===== src/sv/dnsq_pkg.sv =====
// Shared constants, types and helper functions of the dither and noise-shaping quantizer.
package dnsq_pkg;

  localparam int SAMPLE_W   = 24;
  localparam int DITHER_W   = 20;
  localparam int GAIN_W     = 23;
  localparam int GAIN_FRAC  = 8;
  localparam int LIMIT_W    = GAIN_W - GAIN_FRAC;
  localparam int RATE_W     = 2;
  localparam int OUT_W      = 16;
  localparam int CFG_IDX_W  = 3;
  localparam int CFG_DATA_W = GAIN_W;

  localparam int TAP_COUNT  = 9;
  localparam int TAP_W      = $clog2(TAP_COUNT);
  localparam int FRAC_BITS  = 16;
  localparam int COEF_BITS  = 16;
  localparam int PROD_SHIFT = 30 - FRAC_BITS;

  localparam int ERR_W   = 18;
  localparam int FB_W    = 24;
  localparam int XW      = 36;
  localparam int ACC_W   = 40;
  localparam int COEF_W  = 20;
  localparam int R_W     = 20;
  localparam int MUL_A_W = 33;
  localparam int MUL_B_W = 25;
  localparam int MUL_P_W = MUL_A_W + MUL_B_W;

  // The dither divide by one million is split into a shift by 64 and a divide by 15625.
  localparam int DITH_SUM_W     = DITHER_W + 1;
  localparam int DITH_PRE       = FRAC_BITS - 6;
  localparam int DITH_BIAS      = 500000 >> 6;
  localparam int DITH_DIVISOR   = 1000000 >> 6;
  localparam int DITH_M_W       = DITH_SUM_W + DITH_PRE + 1;
  localparam int DITH_RCP_SHIFT = DITH_M_W;
  localparam longint unsigned DITH_RECIP = (64'd1 << DITH_RCP_SHIFT) / DITH_DIVISOR;
  localparam int DITH_Q_W       = 18;
  localparam int DITH_ONE       = 1 << FRAC_BITS;

  localparam logic signed [SAMPLE_W-1:0] SAMPLE_LIMIT = 24'sd5033165;
  localparam logic [GAIN_W-1:0] GAIN_RESET = 23'd8388352;
  localparam logic [TAP_W-1:0] TAP_LAST = TAP_W'(TAP_COUNT - 1);

  localparam logic [RATE_W-1:0] RATE_441  = 2'd0;
  localparam logic [RATE_W-1:0] RATE_48   = 2'd1;
  localparam logic [RATE_W-1:0] RATE_NONE = 2'd2;

  localparam logic [CFG_IDX_W-1:0] REG_NS_EN   = 3'd0;
  localparam logic [CFG_IDX_W-1:0] REG_DITH_EN = 3'd1;
  localparam logic [CFG_IDX_W-1:0] REG_GAIN    = 3'd2;
  localparam logic [CFG_IDX_W-1:0] REG_RATE    = 3'd3;

  localparam logic signed [COEF_W-1:0] COEF_441 [TAP_COUNT] = '{
    -20'sd4545, 20'sd34433, -20'sd78995, 20'sd137247, -20'sd210878,
    20'sd265324, -20'sd251575, 20'sd216652, -20'sd156423
  };
  localparam logic signed [COEF_W-1:0] COEF_48 [TAP_COUNT] = '{
    20'sd12894, -20'sd19717, 20'sd6275, 20'sd38148, -20'sd123588,
    20'sd221070, -20'sd254330, 20'sd234985, -20'sd166680
  };

  typedef logic signed [ERR_W-1:0] err_t;

  typedef enum logic [3:0] {
    ST_IDLE,
    ST_MUL_S,
    ST_DIV_K,
    ST_DIV_C,
    ST_DITH,
    ST_RND,
    ST_MAC,
    ST_MAC_TAIL,
    ST_FB,
    ST_DONE
  } st_e;

  typedef struct packed {
    st_e               st;
    logic              lane;
    logic [TAP_W-1:0]  tap;
  } ctl_t;

  // Arithmetic shift right by s with rounding half away from zero.
  function automatic logic signed [63:0] rnd_shr(input logic signed [63:0] v,
                                                 input int unsigned s);
    logic signed [63:0] bias;
    bias = 64'sd1 <<< (s - 1);
    if (v < 0) begin
      bias = bias - 64'sd1;
    end
    return (v + bias) >>> s;
  endfunction

  function automatic logic signed [COEF_W-1:0] coef_at(input logic [RATE_W-1:0] rate,
                                                       input logic [TAP_W-1:0] tap);
    logic signed [COEF_W-1:0] c;
    c = '0;
    if (tap <= TAP_LAST) begin
      case (rate)
        RATE_441: c = COEF_441[tap];
        RATE_48:  c = COEF_48[tap];
        default:  c = '0;
      endcase
    end
    return c;
  endfunction

endpackage


===== src/sv/dnsq_if.sv =====
// Handshake interfaces for the frame, result and configuration channels.
interface dnsq_frame_if;
  import dnsq_pkg::*;
  logic                       valid;
  logic                       ready;
  logic signed [SAMPLE_W-1:0] left_sample;
  logic signed [SAMPLE_W-1:0] right_sample;
  logic [DITHER_W-1:0]        left_dither_a;
  logic [DITHER_W-1:0]        left_dither_b;
  logic [DITHER_W-1:0]        right_dither_a;
  logic [DITHER_W-1:0]        right_dither_b;
  logic                       block_end;

  modport source (
    output valid, left_sample, right_sample, left_dither_a, left_dither_b,
           right_dither_a, right_dither_b, block_end,
    input  ready
  );
  modport sink (
    input  valid, left_sample, right_sample, left_dither_a, left_dither_b,
           right_dither_a, right_dither_b, block_end,
    output ready
  );
endinterface

interface dnsq_result_if;
  import dnsq_pkg::*;
  logic                    valid;
  logic                    ready;
  logic signed [OUT_W-1:0] left_out;
  logic signed [OUT_W-1:0] right_out;
  logic                    frame_last;

  modport source (output valid, left_out, right_out, frame_last, input ready);
  modport sink (input valid, left_out, right_out, frame_last, output ready);
endinterface

interface dnsq_cfg_if;
  import dnsq_pkg::*;
  logic                  valid;
  logic                  ready;
  logic [CFG_IDX_W-1:0]  index;
  logic [CFG_DATA_W-1:0] data;

  modport source (output valid, index, data, input ready);
  modport sink (input valid, index, data, output ready);
endinterface


===== src/sv/dnsq_mul.sv =====
// Shared signed multiplier with a registered product.
module dnsq_mul (
  input  logic                                 clk_i,
  input  logic                                 en_i,
  input  logic signed [dnsq_pkg::MUL_A_W-1:0]  a_i,
  input  logic signed [dnsq_pkg::MUL_B_W-1:0]  b_i,
  output logic signed [dnsq_pkg::MUL_P_W-1:0]  p_o
);
  import dnsq_pkg::*;

  logic signed [MUL_P_W-1:0] p_d;
  logic signed [MUL_P_W-1:0] p_q;

  assign p_d = MUL_P_W'(a_i) * MUL_P_W'(b_i);

  always_ff @(posedge clk_i) begin
    if (en_i) begin
      p_q <= p_d;
    end
  end

  assign p_o = p_q;
endmodule


===== src/sv/dnsq_hist.sv =====
// Error history shift lines of both channels with a tap read port.
module dnsq_hist (
  input  logic                          clk_i,
  input  logic                          rst_ni,
  input  logic                          clr_i,
  input  logic                          shift_i,
  input  logic                          lane_i,
  input  dnsq_pkg::err_t                err_i,
  input  logic [dnsq_pkg::TAP_W-1:0]    tap_i,
  output dnsq_pkg::err_t                rd_o
);
  import dnsq_pkg::*;

  err_t hist_q [2][TAP_COUNT];

  always_ff @(posedge clk_i or negedge rst_ni) begin
    if (!rst_ni) begin
      for (int l = 0; l < 2; l++) begin
        for (int k = 0; k < TAP_COUNT; k++) begin
          hist_q[l][k] <= '0;
        end
      end
    end else if (clr_i) begin
      for (int l = 0; l < 2; l++) begin
        for (int k = 0; k < TAP_COUNT; k++) begin
          hist_q[l][k] <= '0;
        end
      end
    end else if (shift_i) begin
      for (int k = 0; k < TAP_COUNT - 1; k++) begin
        hist_q[lane_i][k] <= hist_q[lane_i][k+1];
      end
      hist_q[lane_i][TAP_COUNT-1] <= err_i;
    end
  end

  assign rd_o = hist_q[lane_i][tap_i];
endmodule


===== src/sv/dnsq_ctrl.sv =====
// Sequencer that steps both channels and the feedback filter through the shared multiplier.
module dnsq_ctrl (
  input  logic           clk_i,
  input  logic           rst_ni,
  input  logic           in_fire_i,
  input  logic           ns_en_i,
  input  logic           out_free_i,
  output logic           in_ready_o,
  output dnsq_pkg::ctl_t ctl_o
);
  import dnsq_pkg::*;

  st_e              st_q, st_d;
  logic             lane_q, lane_d;
  logic [TAP_W-1:0] tap_q, tap_d;

  always_ff @(posedge clk_i or negedge rst_ni) begin
    if (!rst_ni) begin
      st_q   <= ST_IDLE;
      lane_q <= 1'b0;
      tap_q  <= '0;
    end else begin
      st_q   <= st_d;
      lane_q <= lane_d;
      tap_q  <= tap_d;
    end
  end

  always_comb begin
    st_d   = st_q;
    lane_d = lane_q;
    tap_d  = tap_q;
    case (st_q)
      ST_IDLE: begin
        if (in_fire_i) begin
          st_d   = ST_MUL_S;
          lane_d = 1'b0;
        end
      end
      ST_MUL_S: st_d = ST_DIV_K;
      ST_DIV_K: st_d = ST_DIV_C;
      ST_DIV_C: st_d = ST_DITH;
      ST_DITH:  st_d = ST_RND;
      ST_RND: begin
        if (!lane_q) begin
          lane_d = 1'b1;
          st_d   = ST_MUL_S;
        end else if (ns_en_i) begin
          lane_d = 1'b0;
          tap_d  = '0;
          st_d   = ST_MAC;
        end else begin
          st_d = ST_DONE;
        end
      end
      ST_MAC: begin
        if (tap_q == TAP_LAST) begin
          st_d = ST_MAC_TAIL;
        end else begin
          tap_d = tap_q + 1'b1;
        end
      end
      ST_MAC_TAIL: st_d = ST_FB;
      ST_FB: begin
        if (!lane_q) begin
          lane_d = 1'b1;
          tap_d  = '0;
          st_d   = ST_MAC;
        end else begin
          st_d = ST_DONE;
        end
      end
      ST_DONE: begin
        if (out_free_i) begin
          st_d = ST_IDLE;
        end
      end
      default: st_d = ST_IDLE;
    endcase
  end

  assign in_ready_o = (st_q == ST_IDLE);
  assign ctl_o      = '{st: st_q, lane: lane_q, tap: tap_q};
endmodule


===== src/sv/dither_noise_shaped_quantizer_core.sv =====
// Top level of the stereo dither and noise-shaping quantizer.
//
//   Channel   Dir  Beat contents
//   frame_i   in   left/right sample, four dither values, block_end
//   result_o  out  left_out, right_out, frame_last
//   cfg_i     in   register index, write data
//
// Each channel of a frame is scaled, dithered and rounded, and with shaping on filtered too;
// every product, including the 9-tap filter of each channel, passes one per cycle through
// the single shared multiplier. Reset is asynchronous and clears the sequencer, the
// configuration registers, both histories and both feedback terms. A result waiting on
// result_o does not block the next frame, which only stalls at its own hand-over.
module dither_noise_shaped_quantizer_core (
  input  logic           clk_i,
  input  logic           rst_ni,
  dnsq_frame_if.sink     frame_i,
  dnsq_result_if.source  result_o,
  dnsq_cfg_if.sink       cfg_i
);
  import dnsq_pkg::*;

  logic              ns_en_q;
  logic              dith_en_q;
  logic [GAIN_W-1:0] gain_q;
  logic [RATE_W-1:0] rate_q;
  logic              cfg_fire;
  logic              cfg_hit;

  logic signed [SAMPLE_W-1:0] smp_q [2];
  logic [DITHER_W-1:0]        da_q [2];
  logic [DITHER_W-1:0]        db_q [2];
  logic                       last_q;
  logic                       in_fire;

  ctl_t ctl;
  logic out_free;

  logic signed [MUL_A_W-1:0] mul_a;
  logic signed [MUL_B_W-1:0] mul_b;
  logic                      mul_en;
  logic signed [MUL_P_W-1:0] prod;

  logic signed [SAMPLE_W-1:0] smp_sel;
  logic [DITH_SUM_W-1:0]      dsum;
  logic [DITH_M_W-1:0]        dm;
  logic [DITH_M_W:0]          drem;
  logic [DITH_Q_W-1:0]        dq;
  logic signed [XW-1:0]       dith;

  logic signed [FB_W-1:0]     fb_q [2];
  logic signed [XW-1:0]       xn_q, xn_d;
  logic signed [XW-1:0]       xd_q, xd_d;
  logic [DITH_Q_W-1:0]        q0_q;
  logic signed [ACC_W-1:0]    acc_q, acc_d;
  logic signed [R_W-1:0]      r_full;
  logic signed [R_W-1:0]      lim;
  logic signed [R_W-1:0]      r_clamp;
  logic signed [XW-1:0]       err_full;
  err_t                       err_val;
  err_t                       hist_rd;
  logic signed [OUT_W-1:0]    res_q [2];
  logic signed [FB_W-1:0]     fb_new;

  logic                    out_valid_q;
  logic signed [OUT_W-1:0] out_l_q;
  logic signed [OUT_W-1:0] out_r_q;
  logic                    out_last_q;

  assign cfg_i.ready = 1'b1;
  assign cfg_fire    = cfg_i.valid && cfg_i.ready;

  always_comb begin
    case (cfg_i.index)
      REG_NS_EN, REG_DITH_EN, REG_GAIN, REG_RATE: cfg_hit = cfg_fire;
      default: cfg_hit = 1'b0;
    endcase
  end

  always_ff @(posedge clk_i or negedge rst_ni) begin
    if (!rst_ni) begin
      ns_en_q   <= 1'b0;
      dith_en_q <= 1'b0;
      gain_q    <= GAIN_RESET;
      rate_q    <= RATE_NONE;
    end else if (cfg_fire) begin
      case (cfg_i.index)
        REG_NS_EN:   ns_en_q   <= cfg_i.data[0];
        REG_DITH_EN: dith_en_q <= cfg_i.data[0];
        REG_GAIN:    gain_q    <= cfg_i.data[GAIN_W-1:0];
        REG_RATE:    rate_q    <= cfg_i.data[RATE_W-1:0];
        default: ;
      endcase
    end
  end

  assign out_free      = !out_valid_q || result_o.ready;
  assign in_fire       = frame_i.valid && frame_i.ready;

  dnsq_ctrl u_ctrl (
    .clk_i      (clk_i),
    .rst_ni     (rst_ni),
    .in_fire_i  (in_fire),
    .ns_en_i    (ns_en_q),
    .out_free_i (out_free),
    .in_ready_o (frame_i.ready),
    .ctl_o      (ctl)
  );

  always_ff @(posedge clk_i) begin
    if (in_fire) begin
      smp_q[0] <= frame_i.left_sample;
      smp_q[1] <= frame_i.right_sample;
      da_q[0]  <= frame_i.left_dither_a;
      db_q[0]  <= frame_i.left_dither_b;
      da_q[1]  <= frame_i.right_dither_a;
      db_q[1]  <= frame_i.right_dither_b;
      last_q   <= frame_i.block_end;
    end
  end

  // Samples of magnitude 1.2 or more count as zero.
  always_comb begin
    smp_sel = smp_q[ctl.lane];
    if (!(smp_sel < SAMPLE_LIMIT && smp_sel > -SAMPLE_LIMIT)) begin
      smp_sel = '0;
    end
  end

  assign dsum = DITH_SUM_W'(da_q[ctl.lane]) + DITH_SUM_W'(db_q[ctl.lane]);
  assign dm   = DITH_M_W'({dsum, {DITH_PRE{1'b0}}}) + DITH_M_W'(DITH_BIAS);
  assign drem = {1'b0, dm} - prod[DITH_M_W:0];
  assign dq   = q0_q + DITH_Q_W'(drem >= (DITH_M_W + 1)'(DITH_DIVISOR));
  assign dith = $signed(XW'(dq)) - XW'(DITH_ONE);

  always_comb begin
    mul_a  = '0;
    mul_b  = '0;
    mul_en = 1'b1;
    case (ctl.st)
      ST_MUL_S: begin
        mul_a = MUL_A_W'(smp_sel);
        mul_b = $signed(MUL_B_W'(gain_q));
      end
      ST_DIV_K: begin
        mul_a = $signed(MUL_A_W'(dm));
        mul_b = $signed(MUL_B_W'(DITH_RECIP));
      end
      ST_DIV_C: begin
        mul_a = $signed(MUL_A_W'(prod[DITH_RCP_SHIFT +: DITH_Q_W]));
        mul_b = $signed(MUL_B_W'(DITH_DIVISOR));
      end
      ST_MAC: begin
        mul_a = MUL_A_W'(coef_at(rate_q, ctl.tap));
        mul_b = MUL_B_W'(hist_rd);
      end
      default: mul_en = 1'b0;
    endcase
  end

  dnsq_mul u_mul (
    .clk_i (clk_i),
    .en_i  (mul_en),
    .a_i   (mul_a),
    .b_i   (mul_b),
    .p_o   (prod)
  );

  assign xn_d = XW'(rnd_shr(64'(prod), PROD_SHIFT))
              + (ns_en_q ? XW'(fb_q[ctl.lane]) : XW'(0));
  assign xd_d = xn_q + (dith_en_q ? dith : XW'(0));

  assign r_full   = R_W'(rnd_shr(64'(xd_q), FRAC_BITS));
  assign err_full = (XW'(r_full) <<< FRAC_BITS) - xn_q;
  assign err_val  = err_full[ERR_W-1:0];
  assign lim      = $signed(R_W'(gain_q[GAIN_W-1 -: LIMIT_W]));

  always_comb begin
    r_clamp = r_full;
    if (r_full > lim) begin
      r_clamp = lim;
    end else if (r_full < -lim) begin
      r_clamp = -lim;
    end
  end

  always_comb begin
    acc_d = acc_q;
    case (ctl.st)
      ST_MAC: begin
        if (ctl.tap == '0) begin
          acc_d = '0;
        end else begin
          acc_d = acc_q + ACC_W'(prod);
        end
      end
      ST_MAC_TAIL: acc_d = acc_q + ACC_W'(prod);
      default: acc_d = acc_q;
    endcase
  end

  assign fb_new = FB_W'(rnd_shr(64'(acc_q), COEF_BITS));

  always_ff @(posedge clk_i) begin
    if (ctl.st == ST_DIV_K) begin
      xn_q <= xn_d;
    end
    if (ctl.st == ST_DIV_C) begin
      q0_q <= prod[DITH_RCP_SHIFT +: DITH_Q_W];
    end
    if (ctl.st == ST_DITH) begin
      xd_q <= xd_d;
    end
    if (ctl.st == ST_RND) begin
      res_q[ctl.lane] <= OUT_W'(r_clamp);
    end
    acc_q <= acc_d;
  end

  dnsq_hist u_hist (
    .clk_i   (clk_i),
    .rst_ni  (rst_ni),
    .clr_i   (cfg_hit),
    .shift_i ((ctl.st == ST_RND) && ns_en_q),
    .lane_i  (ctl.lane),
    .err_i   (err_val),
    .tap_i   (ctl.tap),
    .rd_o    (hist_rd)
  );

  always_ff @(posedge clk_i or negedge rst_ni) begin
    if (!rst_ni) begin
      fb_q[0] <= '0;
      fb_q[1] <= '0;
    end else if (cfg_hit) begin
      fb_q[0] <= '0;
      fb_q[1] <= '0;
    end else if (ctl.st == ST_FB && ns_en_q) begin
      fb_q[ctl.lane] <= fb_new;
    end
  end

  always_ff @(posedge clk_i or negedge rst_ni) begin
    if (!rst_ni) begin
      out_valid_q <= 1'b0;
    end else if (ctl.st == ST_DONE && out_free) begin
      out_valid_q <= 1'b1;
    end else if (result_o.ready) begin
      out_valid_q <= 1'b0;
    end
  end

  always_ff @(posedge clk_i) begin
    if (ctl.st == ST_DONE && out_free) begin
      out_l_q    <= res_q[0];
      out_r_q    <= res_q[1];
      out_last_q <= last_q;
    end
  end

  assign result_o.valid      = out_valid_q;
  assign result_o.left_out   = out_l_q;
  assign result_o.right_out  = out_r_q;
  assign result_o.frame_last = out_last_q;

  a_fire_starts_left: assert property (@(posedge clk_i) disable iff (!rst_ni)
    in_fire |=> (ctl.st == ST_MUL_S) && !ctl.lane)
    else $error("accepted frame did not start on the left channel");

  a_cfg_clears_fb: assert property (@(posedge clk_i) disable iff (!rst_ni)
    cfg_hit |=> (fb_q[0] == '0) && (fb_q[1] == '0))
    else $error("register write did not clear the feedback terms");

  a_fb_hold_unshaped: assert property (@(posedge clk_i) disable iff (!rst_ni)
    !ns_en_q && !cfg_hit |=> $stable(fb_q[0]) && $stable(fb_q[1]))
    else $error("feedback changed with shaping off");

  a_result_from_done: assert property (@(posedge clk_i) disable iff (!rst_ni)
    $rose(out_valid_q) |-> $past(ctl.st == ST_DONE))
    else $error("result appeared outside the hand-over step");
endmodule

===== src/flat_wrapper.sv =====
// flat-port wrapper written by rule: the top's interface ports become plain ports
module dither_noise_shaped_quantizer_core_flat import dnsq_pkg::*;
  (clk_i, rst_ni, frame_i_valid, frame_i_left_sample, frame_i_right_sample, frame_i_left_dither_a, frame_i_left_dither_b, frame_i_right_dither_a, frame_i_right_dither_b, frame_i_block_end, frame_i_ready, result_o_valid, result_o_left_out, result_o_right_out, result_o_frame_last, result_o_ready, cfg_i_valid, cfg_i_index, cfg_i_data, cfg_i_ready);
  dnsq_frame_if frame_i_i ();
  dnsq_result_if result_o_i ();
  dnsq_cfg_if cfg_i_i ();
  input  logic clk_i;
  input  logic rst_ni;
  input wire logic [$bits(frame_i_i.valid)-1:0] frame_i_valid;
  input wire logic [$bits(frame_i_i.left_sample)-1:0] frame_i_left_sample;
  input wire logic [$bits(frame_i_i.right_sample)-1:0] frame_i_right_sample;
  input wire logic [$bits(frame_i_i.left_dither_a)-1:0] frame_i_left_dither_a;
  input wire logic [$bits(frame_i_i.left_dither_b)-1:0] frame_i_left_dither_b;
  input wire logic [$bits(frame_i_i.right_dither_a)-1:0] frame_i_right_dither_a;
  input wire logic [$bits(frame_i_i.right_dither_b)-1:0] frame_i_right_dither_b;
  input wire logic [$bits(frame_i_i.block_end)-1:0] frame_i_block_end;
  output wire logic [$bits(frame_i_i.ready)-1:0] frame_i_ready;
  output wire logic [$bits(result_o_i.valid)-1:0] result_o_valid;
  output wire logic [$bits(result_o_i.left_out)-1:0] result_o_left_out;
  output wire logic [$bits(result_o_i.right_out)-1:0] result_o_right_out;
  output wire logic [$bits(result_o_i.frame_last)-1:0] result_o_frame_last;
  input wire logic [$bits(result_o_i.ready)-1:0] result_o_ready;
  input wire logic [$bits(cfg_i_i.valid)-1:0] cfg_i_valid;
  input wire logic [$bits(cfg_i_i.index)-1:0] cfg_i_index;
  input wire logic [$bits(cfg_i_i.data)-1:0] cfg_i_data;
  output wire logic [$bits(cfg_i_i.ready)-1:0] cfg_i_ready;
  assign frame_i_i.valid = frame_i_valid;
  assign frame_i_i.left_sample = frame_i_left_sample;
  assign frame_i_i.right_sample = frame_i_right_sample;
  assign frame_i_i.left_dither_a = frame_i_left_dither_a;
  assign frame_i_i.left_dither_b = frame_i_left_dither_b;
  assign frame_i_i.right_dither_a = frame_i_right_dither_a;
  assign frame_i_i.right_dither_b = frame_i_right_dither_b;
  assign frame_i_i.block_end = frame_i_block_end;
  assign frame_i_ready = frame_i_i.ready;
  assign result_o_valid = result_o_i.valid;
  assign result_o_left_out = result_o_i.left_out;
  assign result_o_right_out = result_o_i.right_out;
  assign result_o_frame_last = result_o_i.frame_last;
  assign result_o_i.ready = result_o_ready;
  assign cfg_i_i.valid = cfg_i_valid;
  assign cfg_i_i.index = cfg_i_index;
  assign cfg_i_i.data = cfg_i_data;
  assign cfg_i_ready = cfg_i_i.ready;
  dither_noise_shaped_quantizer_core u_core (.clk_i(clk_i), .rst_ni(rst_ni), .frame_i(frame_i_i), .result_o(result_o_i), .cfg_i(cfg_i_i));
endmodule

===== config.mk =====
export PLATFORM = sky130hd
export DESIGN_NAME = dither_noise_shaped_quantizer_core_flat
export DESIGN_NICKNAME = d
export VERILOG_FILES = /design/src/sv/dnsq_pkg.sv /design/src/sv/dnsq_if.sv /design/src/sv/dnsq_mul.sv /design/src/sv/dnsq_hist.sv /design/src/sv/dnsq_ctrl.sv /design/src/sv/dither_noise_shaped_quantizer_core.sv /design/src/flat_wrapper.sv
export SDC_FILE = /design/constraint.sdc
export NUM_CORES = 2
export LEC_CHECK = 0
export BUFFER_PORTS_ARGS = -buffer_cell sky130_fd_sc_hd__buf_4
export CORE_ASPECT_RATIO = 1.5
export CORE_MARGIN = 3
export CORE_UTILIZATION = 50
export CTS_CLUSTER_SIZE = 40
export DETAILED_ROUTE_END_ITERATION = 12
export GPL_ROUTABILITY_DRIVEN = 1
export PLACE_DENSITY = 0.75
export SLEW_MARGIN = 20
export SYNTH_ARGS = -nofsm -noshare
export SYNTH_HDL_FRONTEND = slang
export SYNTH_SLANG_ARGS = --single-unit

===== constraint.sdc =====
create_clock -name clk_i -period 13.4 [get_ports clk_i]
set_input_delay 2.01 -clock clk_i [delete_from_list [all_inputs] [get_ports clk_i]]
set_output_delay 2.01 -clock clk_i [all_outputs]
set_load 0.03 [all_outputs]

==> flow_metrics.tcl <==
set metrics [dict create \
    clockBufferDepth 3 \
    wire_per_inst_um 24.70 \
    clockRootBuffer "clkbuf_16" \
    hp-class "flip-flop to flip-flop" \
    pre_cts_ws_ns 1.375 \
    cts.sinks 784 \
    ant_nets 0 \
    crit_path_start "u_core.u_ctrl.lane_q$_DFFE_PN0P_" \
    final_nets 8493 \
    grt_max_degree 133 \
    vias 54550 \
    gr-total-overflow 0 \
    synth_largest_area_cell "fa_1" \
    ctsHoldBuffers 0 \
    slew_viol_final 0 \
    arrival_ns 12.54 \
    maxClockFrequency_mhz 82.46 \
    synth_most_common_cell "inv_1" \
    async_reset_ff_frac 0.5217 \
    r2r_end "u_core.u_mul.p_o[57]$_DFFE_PP_" \
    wl_met2_um 108900 \
    post_cts_buffers 0 \
    synth_edf_count 375 \
    wl_met3_um 15090 \
    yosysWarningCount 0 \
    drt-total-wl_um 223400 \
    grt_setup_unrepaired "no" \
    finalSetupViolCount 0 \
    antenna_found_initial 11 \
    dieArea_mm2 0.1492 \
    synth_nets 8443 \
    cts-resized-gates 0 \
    maxSlewHeadroom 0.2373 \
    area_growth_syn_to_layout_pct 8.514 \
    start_util 0.5039 \
    cts_buffers 79 \
    tightest_slew_ns 1.144 \
    timing.rr.start "u_core.u_ctrl.lane_q$_DFFE_PN0P_" \
    fp-row-count 170 \
    synth_commonest_cells "954 x inv_1, 846 x fa_1, 706 x nand2_1" \
    synthCells 7036 \
    path_max_fanout 50 \
    clock_skew_ns 0.03952 \
    fillers 12560 \
    io_pins 196 \
    clk_latency_ns 0.71 \
    synth_area_mm2 0.07225 \
    clkTransAtPathRegs_ns 0.07 \
    ys_ff_latch 784 \
    port_buffers 194 \
    critPathLaunchType "flip-flop" \
    fin_crit_sh 0.9050 \
    crit_required_ns 13.81 \
    vias_per_cell 6.031 \
    grt_pass1_wl_um 339400 \
    reg2reg_slack_ns 1.27 \
    yosysUniqueCellTypes 100 \
    grt_pass1_vias 57710 \
    crit_end "u_core.u_mul.p_o[57]$_DFFE_PP_" \
    cp-end-kind "flip-flop" \
    h-tree-depth 3 \
    m1WireLength_um 76070 \
    fin_tns_setup_ns 0 \
    maxCapViolations 0 \
    hold_viol 0 \
    slowest_delay_ns 0.99 \
    synth.area.top_cells "fa_1 23%, edfxtp_1 16%, dfrtp_1 14%" \
    routed.top_layer "met5" \
    cts_tree "built" \
    drt_iter0_drc 4365 \
    path_common_cell "fa_1" \
    status "finished clean" \
    gp_congestion 1.033 \
    critical_path.slowest_cell "dfrtp_4" \
    layout_setup_ws_ns 1.273 \
    dieHeight_um 471.6 \
    seq_area_frac_synth 0.2978 \
    drive_gt1_frac 0.09163 \
    synth.top_cell.area_share 0.2344 \
    worstRegToRegCells 35 \
    synth_ff_type "dfrtp_1" \
    route.detailed.drc 0 \
    critical_path_class "flip-flop to flip-flop" \
    die_x_um 316.4 \
    period_minus_slack_ns 12.13 \
    track_usage 0.3024 \
    dr.pass1.iters 8 \
    core_mm2 0.1434 \
    avgSynthCellArea_um2 10.27 \
    dp_hpwl_um 174900 \
]
[metrics by stage]
| step | hold WS, ns | utilization | std cells | cell area (um^2) |
|---|---|---|---|---|
| finish | 0.4171 | 0.5468 | 9045 | 78400 |
| global route | 0.4251 | 0.5468 | 9041 | 78390 |
| floorplan | 0.4003 | - | 7036 | 72250 |
| detailed placement | 0.4045 | 0.5287 | 8897 | 75800 |
| global placement | 0.4007 | 0.5287 | 8897 | 75790 |
| CTS | 0.4144 | 0.5466 | 9040 | 78370 |
[worst min path at each step]
stage | startpoint | endpoint | slack, ns | depth (start not counted)
2_1_floorplan | u_core.res_q[0][0]$_DFFE_PP_ | result_o_left_out[0]$_DFFE_PP_ | 0.40 | 0
5_1_grt | u_core.res_q[1][5]$_DFFE_PP_ | result_o_right_out[5]$_DFFE_PP_ | 0.43 | 0
6_report | u_core.res_q[1][5]$_DFFE_PP_ | result_o_right_out[5]$_DFFE_PP_ | 0.42 | 0
3_5_place_dp | u_core.res_q[0][8]$_DFFE_PP_ | result_o_left_out[8]$_DFFE_PP_ | 0.40 | 0
4_1_cts | u_core.res_q[1][5]$_DFFE_PP_ | result_o_right_out[5]$_DFFE_PP_ | 0.41 | 0
3_3_place_gp | u_core.last_q$_DFFE_PP_ | u_core.result_o.frame_last$_DFFE_PP_ | 0.40 | 0
[final cells by class]
type	count	area [um^2]	area share
clock inverters	42	399.1	0.005091
clock buffers	101	2173	0.02772
inverters	958	3596	0.04587
well taps	1892	2367	0.03020
repair buffers	298	2265	0.02889
diodes	5	12.51	0.0001596
multi-input cells	4965	46060	0.5876
flip-flops and latches	784	21520	0.2745
[logic make-up (layout without fill, tap and decap cells)]
logic type / count (synthesis) / after routing / share of synthesized area
xor+xnor: 316 / 316 / 0.03841
other cells: 1 / 6 / 0.00005191
mux: 238 / 238 / 0.04040
simple gates: 1804 / 1804 / 0.1153
compound gates: 1359 / 1359 / 0.1349
buf+inv: 1287 / 1399 / 0.06931
fa+ha+maj: 1247 / 1247 / 0.3039
flops: 784 / 784 / 0.2978
[metal layers]
metal  GRT usage  vias to the layer above
li1            -                    23910
met1      0.3304                    27510
met2      0.5042                     2278
met3     0.05444                      846
met4      0.2608                       10
met5           0                        -
[registers in the layout, summed over array words and instances (netlist names), 2 cells and up]
register	count
u_core.xn_q	36
u_core.fb_q	48
u_core.gain_q	23
u_core.u_ctrl.st_q	4
u_core.acc_q	40
u_core.smp_q	48
u_core.u_mul.p_o	51
u_core.db_q	40
u_core.u_hist.hist_q	324
u_core.q0_q	18
u_core.res_q	32
u_core.rate_q	2
u_core.xd_q	36
u_core.u_ctrl.tap_q	4
result_o_left_out	16
result_o_right_out	16
u_core.da_q	40
[cells in the final DEF, fill, tap and decap left out, drive strengths merged, types with 56 or more instances in the layout]
| cell type | count |
|---|---|
| a22o | 339 |
| clkbuf | 101 |
| a21o | 113 |
| o22ai | 60 |
| nor2b | 89 |
| fa | 846 |
| mux2i | 145 |
| o21ai | 222 |
| ha | 401 |
| dfrtp | 393 |
| mux2 | 56 |
| xor2 | 102 |
| xnor2 | 214 |
| nand3 | 93 |
| nor3 | 96 |
| nand2b | 65 |
| buf | 298 |
| edfxtp | 375 |
| nor2 | 440 |
| nand2 | 706 |
| and2 | 101 |
| inv | 964 |
| a21oi | 242 |
[critical path: cells and delay by family, from the launching register on]
kind | cells | cell delay, ns
compound gates | 7 | 2.46
xor+xnor | 2 | 0.55
fa+ha+maj | 10 | 4.71
buf+inv | 4 | 0.33
flops | 1 | 0.99
mux | 1 | 0.31
simple gates | 11 | 2.39
Power is left out: the tool's default activity adds up to more than one toggle a clock period on the data nets, which glitch-free logic cannot reach.
